--- src/rtl/core/sha_pkg.sv ---
// Shared types and constants for the byte-serial SHA-256 hasher.
// Holds the controller states, the command and status structs and the round constants.
// Depends on nothing; sha_ctrl, sha_dp and the top level import it.
`default_nettype none

package sha_pkg;

    localparam logic [7:0] PAD_BYTE = 8'h80;
    localparam logic [5:0] LEN_POS  = 6'd56;
    localparam logic [5:0] FILL_MAX = 6'd63;
    localparam logic [5:0] RND_MAX  = 6'd63;
    localparam logic [2:0] WORD_MAX = 3'd7;

    typedef enum logic [2:0] {
        ST_IDLE,
        ST_ROUND,
        ST_ADD,
        ST_PAD80,
        ST_ZERO,
        ST_LEN,
        ST_OUT
    } state_t;

    typedef enum logic [1:0] {
        BSEL_IN,
        BSEL_PAD,
        BSEL_ZERO,
        BSEL_LEN
    } bsel_t;

    typedef struct packed {
        logic  shift;
        bsel_t bsel;
        logic  count_inc;
        logic  load_work;
        logic  round;
        logic  add;
        logic  emit;
        logic  start;
    } cmd_t;

    typedef struct packed {
        logic fill_last;
        logic fill_at_len;
        logic round_last;
        logic out_free;
        logic out_last;
    } sts_t;

    function automatic logic [31:0] init_hash(input logic [2:0] idx);
        logic [31:0] val;
        unique case (idx)
            3'd0:    val = 32'h6a09e667;
            3'd1:    val = 32'hbb67ae85;
            3'd2:    val = 32'h3c6ef372;
            3'd3:    val = 32'ha54ff53a;
            3'd4:    val = 32'h510e527f;
            3'd5:    val = 32'h9b05688c;
            3'd6:    val = 32'h1f83d9ab;
            default: val = 32'h5be0cd19;
        endcase
        return val;
    endfunction

    function automatic logic [31:0] round_k(input logic [5:0] idx);
        logic [31:0] val;
        unique case (idx)
            6'd0:  val = 32'h428a2f98; 6'd1:  val = 32'h71374491;
            6'd2:  val = 32'hb5c0fbcf; 6'd3:  val = 32'he9b5dba5;
            6'd4:  val = 32'h3956c25b; 6'd5:  val = 32'h59f111f1;
            6'd6:  val = 32'h923f82a4; 6'd7:  val = 32'hab1c5ed5;
            6'd8:  val = 32'hd807aa98; 6'd9:  val = 32'h12835b01;
            6'd10: val = 32'h243185be; 6'd11: val = 32'h550c7dc3;
            6'd12: val = 32'h72be5d74; 6'd13: val = 32'h80deb1fe;
            6'd14: val = 32'h9bdc06a7; 6'd15: val = 32'hc19bf174;
            6'd16: val = 32'he49b69c1; 6'd17: val = 32'hefbe4786;
            6'd18: val = 32'h0fc19dc6; 6'd19: val = 32'h240ca1cc;
            6'd20: val = 32'h2de92c6f; 6'd21: val = 32'h4a7484aa;
            6'd22: val = 32'h5cb0a9dc; 6'd23: val = 32'h76f988da;
            6'd24: val = 32'h983e5152; 6'd25: val = 32'ha831c66d;
            6'd26: val = 32'hb00327c8; 6'd27: val = 32'hbf597fc7;
            6'd28: val = 32'hc6e00bf3; 6'd29: val = 32'hd5a79147;
            6'd30: val = 32'h06ca6351; 6'd31: val = 32'h14292967;
            6'd32: val = 32'h27b70a85; 6'd33: val = 32'h2e1b2138;
            6'd34: val = 32'h4d2c6dfc; 6'd35: val = 32'h53380d13;
            6'd36: val = 32'h650a7354; 6'd37: val = 32'h766a0abb;
            6'd38: val = 32'h81c2c92e; 6'd39: val = 32'h92722c85;
            6'd40: val = 32'ha2bfe8a1; 6'd41: val = 32'ha81a664b;
            6'd42: val = 32'hc24b8b70; 6'd43: val = 32'hc76c51a3;
            6'd44: val = 32'hd192e819; 6'd45: val = 32'hd6990624;
            6'd46: val = 32'hf40e3585; 6'd47: val = 32'h106aa070;
            6'd48: val = 32'h19a4c116; 6'd49: val = 32'h1e376c08;
            6'd50: val = 32'h2748774c; 6'd51: val = 32'h34b0bcb5;
            6'd52: val = 32'h391c0cb3; 6'd53: val = 32'h4ed8aa4a;
            6'd54: val = 32'h5b9cca4f; 6'd55: val = 32'h682e6ff3;
            6'd56: val = 32'h748f82ee; 6'd57: val = 32'h78a5636f;
            6'd58: val = 32'h84c87814; 6'd59: val = 32'h8cc70208;
            6'd60: val = 32'h90befffa; 6'd61: val = 32'ha4506ceb;
            6'd62: val = 32'hbef9a3f7;
            default: val = 32'hc67178f2;
        endcase
        return val;
    endfunction

endpackage

`default_nettype wire

--- src/rtl/core/sha_ctrl.sv ---
// Controller state machine of the SHA-256 hasher: absorbs bytes, pads, sequences rounds
// and digest output. Drives the datapath through cmd_t and reads sts_t.
// Depends on sha_pkg.
`default_nettype none

module sha_ctrl
    import sha_pkg::*;
(
    input  wire logic aclk,
    input  wire logic aresetn,
    input  wire logic in_valid,
    input  wire logic byte_valid,
    input  wire logic msg_end,
    output logic      in_ready,
    input  wire sts_t sts,
    output cmd_t      cmd
);

    state_t state_reg, state_next;
    state_t ret_reg, ret_next;
    logic   accept;

    assign in_ready = (state_reg == ST_IDLE);
    assign accept   = in_valid && in_ready;

    always_ff @(posedge aclk) begin
        if (!aresetn) begin
            state_reg <= ST_IDLE;
            ret_reg   <= ST_IDLE;
        end else begin
            state_reg <= state_next;
            ret_reg   <= ret_next;
        end
    end

    always_comb begin
        state_next = state_reg;
        ret_next   = ret_reg;
        unique case (state_reg)
            ST_IDLE: begin
                if (accept) begin
                    if (byte_valid && sts.fill_last) begin
                        state_next = ST_ROUND;
                        ret_next   = msg_end ? ST_PAD80 : ST_IDLE;
                    end else if (msg_end) begin
                        state_next = ST_PAD80;
                    end
                end
            end
            ST_ROUND: begin
                if (sts.round_last) begin
                    state_next = ST_ADD;
                end
            end
            ST_ADD: begin
                state_next = ret_reg;
            end
            ST_PAD80: begin
                if (sts.fill_last) begin
                    state_next = ST_ROUND;
                    ret_next   = ST_ZERO;
                end else begin
                    state_next = ST_ZERO;
                end
            end
            ST_ZERO: begin
                if (sts.fill_at_len) begin
                    state_next = ST_LEN;
                end else if (sts.fill_last) begin
                    state_next = ST_ROUND;
                    ret_next   = ST_ZERO;
                end
            end
            ST_LEN: begin
                if (sts.fill_last) begin
                    state_next = ST_ROUND;
                    ret_next   = ST_OUT;
                end
            end
            ST_OUT: begin
                if (sts.out_free && sts.out_last) begin
                    state_next = ST_IDLE;
                end
            end
            default: begin
                state_next = ST_IDLE;
            end
        endcase
    end

    always_comb begin
        cmd = '0;
        cmd.bsel = BSEL_IN;
        unique case (state_reg)
            ST_IDLE: begin
                if (accept && byte_valid) begin
                    cmd.shift     = 1'b1;
                    cmd.bsel      = BSEL_IN;
                    cmd.count_inc = 1'b1;
                    cmd.load_work = sts.fill_last;
                end
            end
            ST_ROUND: begin
                cmd.round = 1'b1;
            end
            ST_ADD: begin
                cmd.add = 1'b1;
            end
            ST_PAD80: begin
                cmd.shift     = 1'b1;
                cmd.bsel      = BSEL_PAD;
                cmd.load_work = sts.fill_last;
            end
            ST_ZERO: begin
                if (!sts.fill_at_len) begin
                    cmd.shift     = 1'b1;
                    cmd.bsel      = BSEL_ZERO;
                    cmd.load_work = sts.fill_last;
                end
            end
            ST_LEN: begin
                cmd.shift     = 1'b1;
                cmd.bsel      = BSEL_LEN;
                cmd.load_work = sts.fill_last;
            end
            ST_OUT: begin
                if (sts.out_free) begin
                    cmd.emit  = 1'b1;
                    cmd.start = sts.out_last;
                end
            end
            default: begin
                cmd = '0;
            end
        endcase
    end

endmodule

`default_nettype wire

--- src/rtl/core/sha_dp.sv ---
// Datapath of the SHA-256 hasher: block shift register, message schedule, round unit,
// hash words, byte counter and the digest output register.
// Depends on sha_pkg; driven by sha_ctrl.
`default_nettype none

module sha_dp
    import sha_pkg::*;
(
    input  wire logic        aclk,
    input  wire logic        aresetn,
    input  wire logic [7:0]  in_byte,
    input  wire cmd_t        cmd,
    output sts_t             sts,
    input  wire logic        out_ready,
    output logic             out_valid,
    output logic [31:0]      out_word,
    output logic [2:0]       out_index,
    output logic             out_last
);

    logic [511:0] blk_reg, blk_next;
    logic [31:0]  work_reg [8];
    logic [31:0]  hash_reg [8];
    logic [63:0]  count_reg;
    logic [5:0]   fill_reg;
    logic [5:0]   rnd_reg;
    logic [2:0]   ocnt_reg;
    logic         oval_reg;
    logic [31:0]  oword_reg;
    logic [2:0]   oidx_reg;

    logic [7:0]   byte_sel;
    logic [63:0]  len_shift;
    logic [31:0]  w0, w1, w9, w14, w_new;
    logic [31:0]  t1, t2;
    logic [31:0]  ea, eb, ec, ed, ee, ef, eg, eh;

    function automatic logic [31:0] rotr(input logic [31:0] x, input int unsigned n);
        return (x >> n) | (x << (32 - n));
    endfunction

    assign len_shift = {count_reg[60:0], 3'b000} << {fill_reg[2:0], 3'b000};

    always_comb begin
        unique case (cmd.bsel)
            BSEL_IN:   byte_sel = in_byte;
            BSEL_PAD:  byte_sel = PAD_BYTE;
            BSEL_ZERO: byte_sel = 8'h00;
            default:   byte_sel = len_shift[63:56];
        endcase
    end

    assign w0  = blk_reg[511:480];
    assign w1  = blk_reg[479:448];
    assign w9  = blk_reg[223:192];
    assign w14 = blk_reg[63:32];
    assign w_new = w0 + w9
                 + (rotr(w1, 7) ^ rotr(w1, 18) ^ (w1 >> 3))
                 + (rotr(w14, 17) ^ rotr(w14, 19) ^ (w14 >> 10));

    assign ea = work_reg[0];
    assign eb = work_reg[1];
    assign ec = work_reg[2];
    assign ed = work_reg[3];
    assign ee = work_reg[4];
    assign ef = work_reg[5];
    assign eg = work_reg[6];
    assign eh = work_reg[7];

    assign t1 = eh + (rotr(ee, 6) ^ rotr(ee, 11) ^ rotr(ee, 25))
              + ((ee & ef) ^ (~ee & eg)) + round_k(rnd_reg) + w0;
    assign t2 = (rotr(ea, 2) ^ rotr(ea, 13) ^ rotr(ea, 22))
              + ((ea & eb) ^ (ea & ec) ^ (eb & ec));

    always_comb begin
        blk_next = blk_reg;
        if (cmd.shift) begin
            blk_next = {blk_reg[503:0], byte_sel};
        end else if (cmd.round) begin
            blk_next = {blk_reg[479:0], w_new};
        end
    end

    always_ff @(posedge aclk) begin
        blk_reg <= blk_next;
        if (cmd.load_work) begin
            for (int i = 0; i < 8; i++) begin
                work_reg[i] <= hash_reg[i];
            end
        end else if (cmd.round) begin
            work_reg[0] <= t1 + t2;
            work_reg[1] <= ea;
            work_reg[2] <= eb;
            work_reg[3] <= ec;
            work_reg[4] <= ed + t1;
            work_reg[5] <= ee;
            work_reg[6] <= ef;
            work_reg[7] <= eg;
        end
        if (cmd.emit) begin
            oword_reg <= hash_reg[ocnt_reg];
            oidx_reg  <= ocnt_reg;
        end
    end

    always_ff @(posedge aclk) begin
        if (!aresetn) begin
            for (int i = 0; i < 8; i++) begin
                hash_reg[i] <= init_hash(3'(i));
            end
            count_reg <= '0;
            fill_reg  <= '0;
            rnd_reg   <= '0;
            ocnt_reg  <= '0;
            oval_reg  <= 1'b0;
        end else begin
            if (cmd.start) begin
                for (int i = 0; i < 8; i++) begin
                    hash_reg[i] <= init_hash(3'(i));
                end
            end else if (cmd.add) begin
                for (int i = 0; i < 8; i++) begin
                    hash_reg[i] <= hash_reg[i] + work_reg[i];
                end
            end
            if (cmd.start) begin
                count_reg <= '0;
                fill_reg  <= '0;
            end else begin
                if (cmd.count_inc) begin
                    count_reg <= count_reg + 64'd1;
                end
                if (cmd.shift) begin
                    fill_reg <= fill_reg + 6'd1;
                end
            end
            if (cmd.load_work) begin
                rnd_reg <= '0;
            end else if (cmd.round) begin
                rnd_reg <= rnd_reg + 6'd1;
            end
            if (cmd.emit) begin
                ocnt_reg <= ocnt_reg + 3'd1;
                oval_reg <= 1'b1;
            end else if (out_ready) begin
                oval_reg <= 1'b0;
            end
        end
    end

    assign sts.fill_last   = (fill_reg == FILL_MAX);
    assign sts.fill_at_len = (fill_reg == LEN_POS);
    assign sts.round_last  = (rnd_reg == RND_MAX);
    assign sts.out_free    = !oval_reg || out_ready;
    assign sts.out_last    = (ocnt_reg == WORD_MAX);

    assign out_valid = oval_reg;
    assign out_word  = oword_reg;
    assign out_index = oidx_reg;
    assign out_last  = (oidx_reg == WORD_MAX);

endmodule

`default_nettype wire

--- src/rtl/core/sha256_stream_hasher.sv ---
// Top level of the byte-serial SHA-256 hasher: joins sha_ctrl and sha_dp.
// Depends on sha_pkg, sha_ctrl and sha_dp.
//
//   Channel  Dir  tdata                 tuser           tlast
//   s_       in   [7:0] data_byte       [0] byte_valid  msg_end
//   m_       out  [31:0] digest_word    [2:0] word_index last_word
//
// A message byte is taken while the controller is idle; the 64th byte of a block starts the
// rounds and the add step of the shared round unit, and no new byte is taken until they end.
// Ending a message shifts in padding and length one byte a cycle between compressions (one
// or two compressions), then the eight digest words leave one per cycle while m_tready is high.
// s_tready is high only while the controller waits for input; a stalled m_ side holds
// the digest sequence. Reset is synchronous, active low, and restores the initial hash.
`default_nettype none

module sha256_stream_hasher
    import sha_pkg::*;
(
    input  wire logic        aclk,
    input  wire logic        aresetn,
    input  wire logic        s_tvalid,
    output logic             s_tready,
    input  wire logic [7:0]  s_tdata,   // [7:0] data_byte
    input  wire logic [0:0]  s_tuser,   // [0] byte_valid
    input  wire logic        s_tlast,
    output logic             m_tvalid,
    input  wire logic        m_tready,
    output logic [31:0]      m_tdata,   // [31:0] digest_word
    output logic [2:0]       m_tuser,   // [2:0] word_index
    output logic             m_tlast
);

    cmd_t cmd;
    sts_t sts;

    sha_ctrl u_ctrl (
        .aclk       (aclk),
        .aresetn    (aresetn),
        .in_valid   (s_tvalid),
        .byte_valid (s_tuser[0]),
        .msg_end    (s_tlast),
        .in_ready   (s_tready),
        .sts        (sts),
        .cmd        (cmd)
    );

    sha_dp u_dp (
        .aclk      (aclk),
        .aresetn   (aresetn),
        .in_byte   (s_tdata),
        .cmd       (cmd),
        .sts       (sts),
        .out_ready (m_tready),
        .out_valid (m_tvalid),
        .out_word  (m_tdata),
        .out_index (m_tuser),
        .out_last  (m_tlast)
    );

endmodule

`default_nettype wire

--- config.mk ---
export PLATFORM = sky130hd
export DESIGN_NAME = sha256_stream_hasher
export DESIGN_NICKNAME = d
export VERILOG_FILES = /design/src/rtl/core/sha_pkg.sv /design/src/rtl/core/sha_ctrl.sv /design/src/rtl/core/sha_dp.sv /design/src/rtl/core/sha256_stream_hasher.sv
export SDC_FILE = /design/constraint.sdc
export NUM_CORES = 2
export LEC_CHECK = 0
export ABC_AREA = 1
export BUFFER_PORTS_ARGS = -buffer_cell sky130_fd_sc_hd__buf_2
export CAP_MARGIN = 20
export CORE_ASPECT_RATIO = 1.2
export CORE_MARGIN = 10
export CORE_UTILIZATION = 59
export CTS_CLUSTER_SIZE = 40
export DETAILED_ROUTE_END_ITERATION = 7
export HOLD_SLACK_MARGIN = 0.05
export PLACE_DENSITY = 0.75
export SYNTH_ARGS = -nofsm -noshare
export SYNTH_HDL_FRONTEND = slang
export SYNTH_SLANG_ARGS = --single-unit
--- constraint.sdc ---
create_clock -name aclk -period 16.48 [get_ports aclk]
set_input_delay 1.648 -clock aclk [delete_from_list [all_inputs] [get_ports aclk]]
set_output_delay 1.648 -clock aclk [all_outputs]
set_load 0.01 [all_outputs]
# Yosys cells after proc, flatten, opt, wreduce, memory -nomap -nowiden
# Memories as Yosys holds them, arrays and structs flattened. A register that Yosys moved wholly into a read port is not among the register bits.
# Index checks and enable logic that the tools add are counted.
[totals]
ff_bits = 601
mem_bits_rw = 512
mem_bits_ro = 2048
inputBits = 14
out_inout_bits = 38
word_cells = 217
mem_count = 3
[classes]
n_addsub = 22
n_eq_ne = 20
shift = 1
muxes = 94
bitwise = 52
n_reduce_logical = 16
[memory_table]
columns = ["name", "words", "width", "rd", "rd_ports_with_merged_regs", "wr", "line_no", "source"]
rows = [
  ["(no name shown)", 64, 32, 1, 1, 0, "sha_pkg.sv:67", "unique case (idx)"],
  ["u_dp.hash_reg", 8, 32, 9, 1, 8, "sha_dp.sv:23", "logic [31:0] hash_reg [8];"],
  ["u_dp.work_reg", 8, 32, 8, 0, 8, "sha_dp.sv:22", "logic [31:0] work_reg [8];"],
]
[ops]
columns = ["op", "count"]
rows = [
  ["$mux W32", 48],
  ["$mux W512", 2],
  ["$add A32 B32 Y32", 18],
  ["$xor A32 B32 Y32", 9],
  ["$and A32 B32 Y32", 5],
  ["$add A64 B1 Y64 const B", 1],
  ["$shl A64 B6 Y64", 1],
  ["$mux W3", 14],
  ["$not A32 Y32", 1],
  ["$or A10 B32 Y32", 1],
  ["$or A13 B32 Y32", 1],
  ["$or A14 B32 Y32", 1],
  ["$or A15 B32 Y32", 1],
  ["$or A19 B32 Y32", 1],
  ["$or A21 B32 Y32", 1],
  ["$or A25 B32 Y32", 1],
  ["$or A26 B32 Y32", 1],
  ["$or A30 B32 Y32", 1],
  ["$or A7 B32 Y32", 1],
  ["$xor A32 B22 Y32", 1],
  ["$xor A32 B29 Y32", 1],
  ["$or A1 B1 Y1", 24],
  ["$pmux W3 S4", 2],
  ["$pmux W8 S3", 1],
  ["other kinds (28)", 67],
]

# Logic depth before layout (Yosys ltp)
# An unclocked memory read counts as a cell.
[depth]
depth_word = 10
mapped_depth = 36
depth_no_buf = 36

# Modules after synthesis
# From an unflattened synthesis, not the netlist that was laid out.
[hier_totals]
hier_cells = 10416
area_unflattened_um2 = 82341.5
[modules_own_cells]
columns = ["module", "instances", "cells_each", "area_each_um2", "seq_area_each_um2"]
rows = [
  ["sha_dp", 1, 10330, 81804.7, 33662.3],
  ["sha_ctrl", 1, 86, 536.8, 120.1],
]

# Worst setup path after synthesis
# Ideal clock, no wire load.
[synth_timing]
path_kind = "input port to flip-flop"
startpoint = "in s_tvalid"
endpoint = "reg u_dp.blk_reg[0], enable pin"
setup_ns = 3.633
t_arrival_ns = 10.907
required_ns = 12.847
slack_ns = 1.940
path_stages = 8
path_buffers = 2
cell_sequence = "nand2_1 nor2_4 inv_2 nand2_1 inv_2 buf_2 buf_1 nand2_1"
[synth_via]
elab_chain_cells = 5
[synth_lines]
columns = ["element", "line_no", "source"]
rows = [
  ["start: declaration", "sha256_stream_hasher.sv:21", "input wire logic s_tvalid,"],
  ["$logic_and A1 B1 Y1", "sha_ctrl.sv:24", "assign accept = in_valid && in_ready;"],
  ["$logic_and A1 B1 Y1", "sha_ctrl.sv:96", "if (accept && byte_valid) begin"],
  ["$mux W5", "sha_ctrl.sv:96", ""],
  ["$pmux W3 S4", "sha_ctrl.sv:94", "unique case (state_reg)"],
  ["$reduce_bool A2 Y1 (no source line)", "--", ""],
  ["end signal: assignment", "sha_dp.sv:85", "blk_reg <= blk_next;"],
  ["end: declaration", "sha_dp.sv:21", "logic [511:0] blk_reg, blk_next;"],
]
# Every way passes these cells.
# A chain may end at the register's enable or synchronous reset.

==> results.py <==
metrics = {
    "outcome": {
        "status": "complete, but fails checks",
        "failed_checks": "DRC",
    },
    "detailed_routing": {
        "ant_nets": 0,
        "routed_via_density": 6.52,
        "routed-via-count": 79000,
        "drt-pass1-iter-count": 8,
        "drtIter0Drc": 13400,
        "drc": 9,
        "totalWireLength_um": 342000,
        "wl_per_cell_um": 28.2,
    },
    "setup_path": {
        "crit_fanout": 7,
        "path_buf_inv": 1,
        "startpoint_type": "flop",
        "critPathKind": "flop to flop",
        "slowest_delay_ns": 0.56,
        "arrival_ns": 8.09,
        "r2r_setup_slack_ns": 8.92,
        "reg2regPathDepth": 25,
        "r2r_end": "u_dp.work_reg[0][24]",
        "crit_family": "adder cells",
        "r2r-start": "u_dp.work_reg[1][12]",
        "cp.required_ns": 17.01,
        "worst_path_max_delay_cell": "edfxtp_1",
        "path_common_cell": "fa_1",
        "endpoint_kind": "flop",
    },
    "timing": {
        "rsz0062_at_grt": "false",
        "finalMaxSlewViolations": 0,
        "period_share": 0.459,
        "tns_ns": 0,
        "slew_headroom": 0.0805,
        "period_needed_ns": 7.56,
        "finClkSkew_ns": 0.0781,
        "setup_viol": 0,
        "finalHoldViolations": 0,
        "worst_pin_slew_ns": 1.36,
        "max_freq_mhz": 132,
    },
    "yosys": {
        "synth_seq_area_share": 0.411,
        "synth_edf_count": 1027,
        "syn_area_um2": 82300,
        "synth_top_cell_area_share": 0.375,
        "ys_ff_latch": 1174,
        "yosysTopAreaCell": "edfxtp_1",
        "syn-num-nets": 10900,
        "synthCells": 10300,
        "synthFlopType": "edfxtp_1",
        "synth_area_leaders": "edfxtp_1 (37%), nand2_1 (11%), o21ai_0 (7.4%)",
        "async_reset_ff_frac": 0,
        "avgSynthCellArea_um2": 7.96,
        "synth_cell_types": 62,
        "synth_warnings": 0,
    },
    "layout": {
        "layout_common_cells": "nand2_1 (2406), inv_1 (1362), o21ai_0 (1214), edfxtp_1 (1027), nor2_1 (731)",
        "largest_register_ffs": 512,
        "synthToLayoutAreaGrowth_pct": 6.75,
        "final_common_cell": "nand2_1",
        "final_net_count": 10800,
        "fin_util": 0.633,
        "drive_above_1_share": 0.0405,
    },
    "floorplan": {
        "placementRows": 150,
        "die_y_um": 429,
        "ios": 52,
        "die-width_um": 361,
        "core_region_area_um2": 139000,
        "start_util": 0.593,
        "die_area_um2": 155000,
    },
    "clocking": {
        "cts-root-buf": "clkbuf_16",
        "path_clk_slew_ns": 0.07,
        "ctsResizeCount": 0,
        "cts_tree": "yes",
        "cts_buffers": 121,
        "cts_hold_buffers": 0,
        "post_cts_buffers": 0,
        "clock_sinks": 1174,
        "clock_path_buffers": 3,
        "cts_max_level": 3,
        "insertion_delay_ns": 0.85,
    },
    "global_routing": {
        "antenna_found_initial": 18,
        "grt_pass1_vias": 73700,
        "grt_pass1_wl_um": 489000,
        "grt_use_total": 0.424,
        "grt_max_degree": 216,
        "gr-total-overflow": 0,
    },
    "worst_hold_path": {
        "min_path_cells": 2,
        "hold_end": "u_ctrl.ret_reg[2]",
        "hp-start": "u_ctrl.ret_reg[2]",
        "hold_path_class": "flop to flop",
    },
    "place": {
        "gp_congestion": 1.10,
        "io_buffers": 51,
        "place_hpwl_um": 260000,
    },
    "run": {
        "maxCapViolCount": 0,
    },
}
[synthesized netlist by cell type (all sizes together), types with 105 or more instances]
master,n
nand2,2423
inv,1376
o21ai,1272
edfxtp,1027
nor2,743
a21oi,729
nand3,561
ha,394
clkbuf,292
xor2,204
fa,195
xnor2,154
dfxtp,147
nor3,105
[worst min-delay path: stages, from the launching register on]
cell and delay [ns]:
dfxtp_1 0.30, inv_1 0.07, a221oi_1 0.07
[per-stage QoR]
step                      worst slack, ns  area, um^2  hold slack, ns  instances
after floorplan                      1.94       82300           0.444      10300
after global placement               9.02       83700           0.470      11900
after detailed placement             9.04       83800           0.473      11900
after CTS                            9.01       87800           0.485      12100
after global routing                 8.60       87800           0.517      12100
final                                8.92       87900           0.494      12100
[area by class of cell]
type | count | area (um^2)
multi-input cells | 7394 | 41800
flip-flops and latches | 1174 | 33800
inverters | 1381 | 5200
repair buffers | 111 | 768
clock inverters | 78 | 815
fillers | 11500 | 51000
well taps | 1824 | 2280
diodes | 4 | 10.0
clock buffers | 150 | 3200
[per-layer routing]
metal  vias to the layer above  track usage  share of wire  wire [um]
li1                      34300            -              -          -
met1                     37000        0.535           0.36     124000
met2                      6296        0.623           0.41     141000
met3                      1433        0.143           0.14      49000
met4                        12        0.267          0.081      27700
met5                         -            0        0.00027         92
[how the worst max path moves through the flow]
stage | depth (start not counted) | end | slack (ns) | start
6_report | 25 | u_dp.work_reg[0][24] | 8.92 | u_dp.work_reg[1][12]
3_5_place_dp | 25 | u_dp.work_reg[0][24] | 9.04 | u_dp.work_reg[1][12]
5_1_grt | 26 | u_dp.work_reg[0][21] | 8.60 | u_dp.work_reg[1][12]
3_3_place_gp | 25 | u_dp.work_reg[0][24] | 9.02 | u_dp.work_reg[1][12]
2_1_floorplan | 8 | u_dp.blk_reg[0] | 1.94 | s_tvalid
4_1_cts | 25 | u_dp.work_reg[0][24] | 9.01 | u_dp.work_reg[1][12]
[kinds of logic (layout without fill, tap and decap cells)]
logic type / after synthesis / after routing / synth area share
compound gates: 2379 / 2379 / 0.156
buf+inv: 1766 / 1720 / 0.0826
other cells: 0 / 4 / 0
simple gates: 4060 / 4060 / 0.205
fa+ha+maj: 597 / 597 / 0.108
flops: 1174 / 1174 / 0.411
xor+xnor: 358 / 358 / 0.0383
Power is left out: the tool's default activity adds up to more than one toggle a clock period on the data nets, which glitch-free logic cannot reach.
